===== config.mk =====
export PLATFORM = sky130hd
export DESIGN_NAME = rdc_ram
export DESIGN_NICKNAME = d
export VERILOG_FILES = /design/src/hdl/rdc_ram.sv
export SDC_FILE = /design/constraint.sdc
export NUM_CORES = 1
export LEC_CHECK = 0
export BUFFER_PORTS_ARGS = -buffer_cell sky130_fd_sc_hd__buf_2
export CAP_MARGIN = 20
export CORE_MARGIN = 2
export CORE_UTILIZATION = 30
export CTS_CLUSTER_SIZE = 10
export DETAILED_ROUTE_END_ITERATION = 6
export GPL_ROUTABILITY_DRIVEN = 0
export SLEW_MARGIN = 5
export SYNTH_ARGS = -nofsm -noshare
export SYNTH_HDL_FRONTEND = slang
export SYNTH_SLANG_ARGS = --single-unit

===== constraint.sdc =====
create_clock -name clk -period 6.5 [get_ports clk]
set_clock_uncertainty 0.2 [all_clocks]
set_input_delay 1.3 -clock clk [delete_from_list [all_inputs] [get_ports clk]]
set_output_delay 1.3 -clock clk [all_outputs]
set_load 0.01 [all_outputs]

===== src/hdl/rdc_ram.sv =====
// Generic single-port RAM with registered read.
module rdc_ram #(
  parameter int WIDTH = 8,
  parameter int DEPTH = 16
) (
  input  logic                     clk,
  input  logic                     we,
  input  logic [$clog2(DEPTH)-1:0] addr,
  input  logic [WIDTH-1:0]         wdata,
  output logic [WIDTH-1:0]         rdata
);
  logic [WIDTH-1:0] mem [DEPTH];
  always_ff @(posedge clk) begin
    if (we) begin
      mem[addr] <= wdata;
    end
    rdata <= mem[addr];
  end
endmodule


==> results of run 1 <==
## metal layers
layer  vias up  part of all wire [%]
met2        82                    47
met1      1231                    46
li1       1028                     -
met4         0                   1.7
met3        13                   5.3
met5         -                     0
## logic make-up after synthesis
group / Yosys count / synth area share [%]
simple gates: 35 / 3.21
compound gates: 16 / 2.37
flops: 136 / 79.0
buf+inv: 11 / 1.19
mux: 32 / 14.2
## final timing paths
path | slack [ns] | end
worst max-delay path | 3.19 | mem[11][6]
worst min-delay path | 0.50 | rdata[6]
worst max register to register | 4.89 | rdata[3]
worst min register to register | 0.50 | rdata[6]
## worst reg2reg max path, stage by stage (launching register included)
cell and delay (ns):
sky130_fd_sc_hd__edfxtp_1 0.39, sky130_fd_sc_hd__mux4_2 0.48, sky130_fd_sc_hd__a22oi_1 0.31, sky130_fd_sc_hd__nand2_1 0.11
## cell type report
| class | count | area share, % |
|---|---|---|
| Sequential cell | 136 | 66.6 |
| Multi-Input combinational cell | 83 | 16.7 |
| Clock buffer | 25 | 9.12 |
| Tap cell | 220 | 4.58 |
| Timing Repair Buffer | 26 | 2.37 |
| Clock inverter | 7 | 0.583 |
## power breakdown
group	switching, mW	internal (mW)
Sequential	0.00554	0.981
Clock	0.336	0.579
Combinational	0.0564	0.0359
## sequential cells by signal, indices dropped and copies added, names as in the netlist
signal / count
mem: 128
rdata: 8
## cell usage in the layout (no fill, tap or decap)
| cell type | count |
|---|---|
| sky130_fd_sc_hd__or3b_2 | 1 |
| sky130_fd_sc_hd__a22oi_1 | 16 |
| sky130_fd_sc_hd__clkbuf_16 | 19 |
| sky130_fd_sc_hd__buf_2 | 21 |
| sky130_fd_sc_hd__nand2b_1 | 2 |
| sky130_fd_sc_hd__nor2_1 | 13 |
| sky130_fd_sc_hd__clkbuf_1 | 1 |
| sky130_fd_sc_hd__and2_1 | 1 |
| sky130_fd_sc_hd__nand3b_1 | 2 |
| sky130_fd_sc_hd__clkinv_2 | 7 |
| sky130_fd_sc_hd__nor2b_1 | 2 |
| sky130_fd_sc_hd__nand3_1 | 1 |
| sky130_fd_sc_hd__buf_4 | 5 |
| sky130_fd_sc_hd__mux4_2 | 32 |
| sky130_fd_sc_hd__dfxtp_1 | 8 |
| sky130_fd_sc_hd__edfxtp_1 | 128 |
| sky130_fd_sc_hd__clkbuf_8 | 5 |
| sky130_fd_sc_hd__nor3_1 | 4 |
| sky130_fd_sc_hd__nand2_1 | 9 |
==> flow_summary.toml, run 1 <==
[synthesis]
synth_edf_count = 128
yosysSeqAreaShare_pct = 79.0
synth_top_cells_by_area = "sky130_fd_sc_hd__edfxtp_1 76%, sky130_fd_sc_hd__mux4_2 14%, sky130_fd_sc_hd__dfxtp_1 3.2%"
yosys_register_bits = 136
netlist.area_leader.share_pct = 75.9
synth.yosys.warnings = 0
synth_top_area_cell = "sky130_fd_sc_hd__edfxtp_1"
synth_most_common_cell = "sky130_fd_sc_hd__edfxtp_1"
synth-main-ff-cell = "sky130_fd_sc_hd__edfxtp_1"
synth_top_cells_by_count = "128 x sky130_fd_sc_hd__edfxtp_1, 32 x sky130_fd_sc_hd__mux4_2, 16 x sky130_fd_sc_hd__a22oi_1, 13 x sky130_fd_sc_hd__nor2_1, 9 x sky130_fd_sc_hd__nand2_1"
synthesis.instances = 230
synth_fp_nets = 244
netlist-cell-type-count = 18
synth_area_per_cell_um2 = 22.0
mappedNetlistArea_mm2 = 0.00507
async_flop_share_pct = 0

[setup_path]
worst_path_dominant_cell_family = "buffers and inverters"
slowest_stage = "sky130_fd_sc_hd__nor2_1"
startpoint_type_of_the_worst_setup_path = "primary input"
worstReg2RegStart = "mem[2][3]"
cp.depth = 4
critPathMaxStageDelay_ns = 0.67
crit_chain = "buf_2, buf_4, nand2_1, nor2_1"
critPathBufInv = 2
end_kind = "flop"
worst_ep_required_time_ns = 6.34
critPathArrivalTime_ns = 3.15
critical_path.max_fanout = 21
r2r_cells = 3
worstSetupStartpoint = "addr[0]"
crit_type = "primary input to flop"

[clock_network]
cts_repair_resize_count = 0
sinks_on_the_clock_net = 136
cts_root_buffer = "sky130_fd_sc_hd__clkbuf_16"
htree_num_levels = 4
clock_latency_ns = 0.42
cts_tree = "built"
post-cts-setup-buffer-count = 0
holdBufCountCts = 0
numCtsBuffers = 17
clk_pin_slew_ns = 0.06
cts.path.max_buffers = 2

[route]
via_per_inst = 4.74
ant_nets = 0
dr.pass1.iters = 4
detailedRoute.firstIterationViolations = 145
routed_wirelength_um = 10100
route.detailed.drc = 0
avgRoutedWirePerCell_um = 20.4
count_of_vias_placed_by_the_detailed_router = 2354

[placement]
post-place-cells = 465
io_buffer_count = 21
placedInstanceArea_mm2 = 0.00543
place_worst_setup_slack_ns = 2.71
hpwl_um = 6370

[die]
floorplan.core_area_mm2 = 0.0165
floorplan.rows = 47
floorplan.die.height_um = 134
fp.dieW_um = 134
dieArea_mm2 = 0.0179
io-pin-count = 22
initial_cell_density_of_the_core_pct = 30.7

[worst_hold_path]
hp-start = "mem[8][6]"
hp-class = "flop to flop"
holdPathStages = 3

[global_route]
grt_first_pass_wirelength_um = 15200
grt.overflow.total = 0
global_route.peak_usage_layer = "met2"
global_route.usage.met1_pct = 17.0
track_usage_pct = 12.2
use_met3_pct = 3.21
grt_start_max_net_pins = 40
first_global_vias = 2441
antenna_found_initial = 0
use_met2_pct = 17.9

[pwr]
cellLeakagePower_nw = 1.94
total_power_mw = 1.99
vdd_ir_drop_max_mv = 0.182
power.density_mw_per_mm2 = 332

[finish]
layout-area-overhead-vs-synth_pct = 18.6
final_layout_size_suffix_gt1_share_pct = 32.5
nNetsFinal = 278
diodes = 0
final_cell_count_no_fill = 497
ff_latch_area_mm2 = 0.00400
fillers = 1514
final_design_area_no_fill_mm2 = 0.00601
final_core_utilization_pct = 36.4
area_of_combinational_cells_with_multiple_inputs_mm2 = 0.00100

[sta]
final.setup.tns_ns = 0
final_max_slew_viol_count = 0
worst-slew-pin-transition_ns = 0.910
clock.fmax_mhz = 302
maxSlewHeadroom_pct = 39.3
hold_viol = 0
fin_crit_sh_pct = 50.9
grt_setup_unrepaired = "no"
final_period_minus_worst_setup_slack_ns = 3.31
whs_ns = 0.497
setup_violations = 0
layout_setup_ws_ns = 3.19

[flow_run]
maxCapViolations = 0

[status]
run_status = "complete, no violations"
Power figures use the tool's default switching activity.
==> run 2, diff against run 1 <==
- clock period: 6.5 -> 3.4 ns (I/O delays scaled with it)
==> flow_summary.toml, run 2 (synthesis results as in run 1) <==
[finish]
layout-area-overhead-vs-synth_pct = 18.6
flip_flop_count_of_the_largest_register_all_copies_and_words_added = 128
fillers = 1492
final_core_utilization_pct = 36.4
area_of_combinational_cells_with_multiple_inputs_mm2 = 0.00100
diodes = 0
final_design_area_no_fill_mm2 = 0.00601
mostFrequentLayoutCell = "sky130_fd_sc_hd__edfxtp_1"
largest-register = "mem"
final_cell_count_no_fill = 507
ff_latch_area_mm2 = 0.00400
final_layout_size_suffix_gt1_share_pct = 33.8
top_regs = "mem x128, rdata x8"
most-common-layout-cells = "128 x sky130_fd_sc_hd__edfxtp_1, 32 x sky130_fd_sc_hd__mux4_2, 21 x sky130_fd_sc_hd__buf_2, 17 x sky130_fd_sc_hd__clkbuf_16, 16 x sky130_fd_sc_hd__a22oi_1"
nNetsFinal = 288

[pwr]
total_power_mw = 3.62
cellLeakagePower_nw = 1.95
vdd_ir_drop_max_mv = 0.328
power.density_mw_per_mm2 = 603

[placement]
place_worst_setup_slack_ns = 0.557
post-place-cells = 475
hpwl_um = 6260
io_buffer_count = 21
placedInstanceArea_mm2 = 0.00550

[flow_run]
maxCapViolations = 0

[setup_path]
worst_ep_required_time_ns = 3.23
worstSetupStartpoint = "addr[1]"
critical_path.max_fanout = 32
rr_endpoint = "rdata[3]"
startpoint_type_of_the_worst_setup_path = "primary input"
end_kind = "flop"
crit_end = "mem[10][1]"
critPathArrivalTime_ns = 2.27
worstReg2RegStart = "mem[3][3]"
r2r_cells = 3
crit_type = "primary input to flop"
reg2reg_slack_ns = 1.79

[route]
count_of_vias_placed_by_the_detailed_router = 2373
dr.pass1.iters = 5
detailedRoute.firstIterationViolations = 245
ant_nets = 0
route.detailed.drc = 0
avgRoutedWirePerCell_um = 19.0
via_per_inst = 4.68
routed_wirelength_um = 9650

[clock_network]
clk_pin_slew_ns = 0.06
cts_repair_resize_count = 0
sinks_on_the_clock_net = 136
cts.path.max_buffers = 2
htree_num_levels = 4
post-cts-setup-buffer-count = 0
holdBufCountCts = 0
cts_root_buffer = "sky130_fd_sc_hd__clkbuf_16"
cts_tree = "built"
numCtsBuffers = 17
clock_latency_ns = 0.42

[sta]
worst-slew-pin-transition_ns = 0.850
layout_setup_ws_ns = 0.959
fin_crit_sh_pct = 71.8
whs_ns = 0.457
setup_violations = 0
grt_setup_unrepaired = "no"
clock.fmax_mhz = 410
maxSlewHeadroom_pct = 43.1
hold_viol = 0
final.setup.tns_ns = 0
final_period_minus_worst_setup_slack_ns = 2.44
final_max_slew_viol_count = 0

[global_route]
track_usage_pct = 11.6
grt_start_max_net_pins = 33
first_global_vias = 2395
grt_first_pass_wirelength_um = 14600
grt.overflow.total = 0
antenna_found_initial = 1

[die]
floorplan.die.height_um = 134
dieArea_mm2 = 0.0179
floorplan.rows = 47
initial_cell_density_of_the_core_pct = 30.7
floorplan.core_area_mm2 = 0.0165
fp.dieW_um = 134
io-pin-count = 22

[worst_hold_path]
hp-class = "primary input to flop"

[status]
run_status = "complete, no violations"
[run 2: cell types whose count changed in the layout (fill, tap and decap cells not counted)]
| cell | previous run | this run |
|---|---|---|
| sky130_fd_sc_hd__clkbuf_8 | 5 | 1 |
| sky130_fd_sc_hd__clkbuf_16 | 19 | 17 |
| sky130_fd_sc_hd__clkinvlp_4 | 0 | 3 |
| sky130_fd_sc_hd__buf_4 | 5 | 15 |
| sky130_fd_sc_hd__clkbuf_1 | 1 | 4 |
[run 2: layout make-up]
class	instances	area share, %
Timing Repair Buffer	36	3.62
Multi-Input combinational cell	83	16.7
Clock buffer	22	7.55
Tap cell	220	4.58
Clock inverter	10	0.957
Sequential cell	136	66.6
[run 2: where the power goes]
| part | internal [mW] | switching (mW) |
|---|---|---|
| logic | 0.0716 | 0.103 |
| clock network | 0.938 | 0.624 |
| registers | 1.88 | 0.0102 |
[run 2: how the worst min path moves through the flow]
stage	to	slack, ns	startpoint	cells past startpoint
5_1_grt	mem[7][2]	0.46	wdata[2]	1
6_report	mem[9][4]	0.46	wdata[4]	1
4_1_cts	mem[1][6]	0.46	wdata[6]	1
3_3_place_gp	rdata[2]	0.46	mem[10][2]	3
3_5_place_dp	rdata[2]	0.47	mem[14][2]	3
2_1_floorplan	rdata[0]	0.43	mem[14][0]	3
[run 2: per-layer routing]
layer	up-vias	track usage, %	share of wire, %
met4	2	5.32	1.1
li1	1048	-	-
met3	13	4.35	7.3
met5	-	0	0.11
met2	83	17.5	49
met1	1227	14.9	42
[run 2: critical path, stage by stage]
cell and delay, ns:
sky130_fd_sc_hd__buf_2 0.62, sky130_fd_sc_hd__nand2b_1 0.26, sky130_fd_sc_hd__nor2_1 0.69
==> run 3, diff against run 2 <==
- clock period: 3.4 -> 2.5 ns (I/O delays scaled with it)
==> flow_summary.toml, run 3 (synthesis results as in run 1) <==
[finish]
fillers = 1473
nNetsFinal = 298
flip_flop_count_of_the_largest_register_all_copies_and_words_added = 128
mostFrequentLayoutCell = "sky130_fd_sc_hd__edfxtp_1"
layout-area-overhead-vs-synth_pct = 22.1
top_regs = "mem x128, rdata x8"
diodes = 0
final_layout_size_suffix_gt1_share_pct = 36.4
largest-register = "mem"
most-common-layout-cells = "128 x sky130_fd_sc_hd__edfxtp_1, 32 x sky130_fd_sc_hd__mux4_2, 23 x sky130_fd_sc_hd__buf_4, 21 x sky130_fd_sc_hd__buf_2, 17 x sky130_fd_sc_hd__clkbuf_16"

[setup_path]
crit_type = "primary input to flop"
rr_endpoint = "rdata[4]"
end_kind = "flop"
worst_ep_required_time_ns = 2.60
critical_path.max_fanout = 14
startpoint_type_of_the_worst_setup_path = "primary input"
r2r_cells = 3
reg2reg_slack_ns = 0.96
critPathArrivalTime_ns = 1.82
worstReg2RegStart = "mem[0][4]"

[worst_hold_path]
holdPathStages = 1
hp-class = "primary input to flop"
whs_endpoint = "mem[3][7]"
hp-start = "wdata[7]"

[sta]
final_max_slew_viol_count = 0
grt_setup_unrepaired = "no"
whs_ns = 0.273
clock.fmax_mhz = 581
worst-slew-pin-transition_ns = 0.668
final.setup.tns_ns = 0
maxSlewHeadroom_pct = 55.3
final_period_minus_worst_setup_slack_ns = 1.72
setup_violations = 0
hold_viol = 0
fin_crit_sh_pct = 68.8

[clock_network]
cts_tree = "built"
post-cts-setup-buffer-count = 0
cts_repair_resize_count = 0
clock_latency_ns = 0.41
sinks_on_the_clock_net = 136
holdBufCountCts = 0
htree_num_levels = 4
numCtsBuffers = 17
cts_root_buffer = "sky130_fd_sc_hd__clkbuf_16"
cts.path.max_buffers = 2
clk_pin_slew_ns = 0.06

[global_route]
first_global_vias = 2558
grt.overflow.total = 0
antenna_found_initial = 2
grt_start_max_net_pins = 40
grt_first_pass_wirelength_um = 15400
track_usage_pct = 12.3

[route]
dr.pass1.iters = 4
count_of_vias_placed_by_the_detailed_router = 2370
detailedRoute.firstIterationViolations = 250
avgRoutedWirePerCell_um = 19.5
routed_wirelength_um = 10100
via_per_inst = 4.58
route.detailed.drc = 0
ant_nets = 0

[die]
io-pin-count = 22
floorplan.rows = 47
fp.dieW_um = 134
initial_cell_density_of_the_core_pct = 30.7
dieArea_mm2 = 0.0179
floorplan.die.height_um = 134
floorplan.core_area_mm2 = 0.0165

[placement]
io_buffer_count = 21
hpwl_um = 6520

[pwr]
vdd_ir_drop_max_mv = 0.448
power.density_mw_per_mm2 = 850
cellLeakagePower_nw = 2.04

[status]
run_status = "complete, no violations"

[flow_run]
maxCapViolations = 0
==> run 3: changes by cell type in the layout (fill, tap and decap cells not counted), sizes merged <==
| cell | change |
|---|---|
| buf | +10 |
| clkinv | +1 |
| bufinv | +3 |
| clkbuf | -4 |
==> run 3: critical path, cell delays in order <==
cell and delay (ns):
sky130_fd_sc_hd__buf_2 0.12, sky130_fd_sc_hd__buf_4 0.27, sky130_fd_sc_hd__mux4_2 0.55, sky130_fd_sc_hd__a22oi_1 0.29, sky130_fd_sc_hd__nand2_1 0.09
==> run 3: report_power, final <==
part           switching, mW  internal [mW]  leakage, nW
clock                  0.896           1.55        0.281
sequential            0.0168           2.55         1.22
combinational          0.139          0.106        0.535
total                   1.05           4.21         2.04
==> run 3: layout make-up <==
| cell class | count | area, um2 | area share (%) |
|---|---|---|---|
| Clock inverter | 14 | 158 | 2.55 |
| Sequential cell | 136 | 4000 | 64.7 |
| Clock buffer | 18 | 429 | 6.94 |
| Multi-Input combinational cell | 83 | 1000 | 16.2 |
| Timing Repair Buffer | 46 | 318 | 5.14 |
| Tap cell | 220 | 275 | 4.45 |
==> run 3: routing by layer <==
metal | global-route usage (%) | up-vias | wire length [um]
li1 | - | 1071 | -
met1 | 16.1 | 1209 | 4360
met2 | 18.5 | 75 | 4720
met3 | 4.27 | 11 | 887
met4 | 5.32 | 4 | 104
met5 | 0 | - | 30
==> run 3: through the flow <==
stage / utilization [%] / area [um2] / std cells / power, mW / setup WS (ns)
3_3_place_gp: 33.9 / 5600 / 485 / 2.86 / 0.346
4_1_cts: 37.4 / 6190 / 517 / 5.31 / 0.769
6_report: 37.4 / 6190 / 517 / 5.26 / 0.779
5_1_grt: 37.4 / 6190 / 517 / 5.44 / 0.694
3_5_place_dp: 33.9 / 5600 / 485 / 2.87 / 0.330
2_1_floorplan: - / 5070 / 230 / 2.75 / 0.307
==> run 3: worst max-delay path by stage <==
stage | cells past startpoint | from | to
5_1_grt | 5 | addr[0] | rdata[6]
6_report | 5 | addr[0] | rdata[4]
3_5_place_dp | 5 | addr[0] | rdata[6]
2_1_floorplan | 2 | addr[2] | mem[0][0]
4_1_cts | 5 | addr[0] | rdata[6]
3_3_place_gp | 5 | addr[0] | rdata[6]
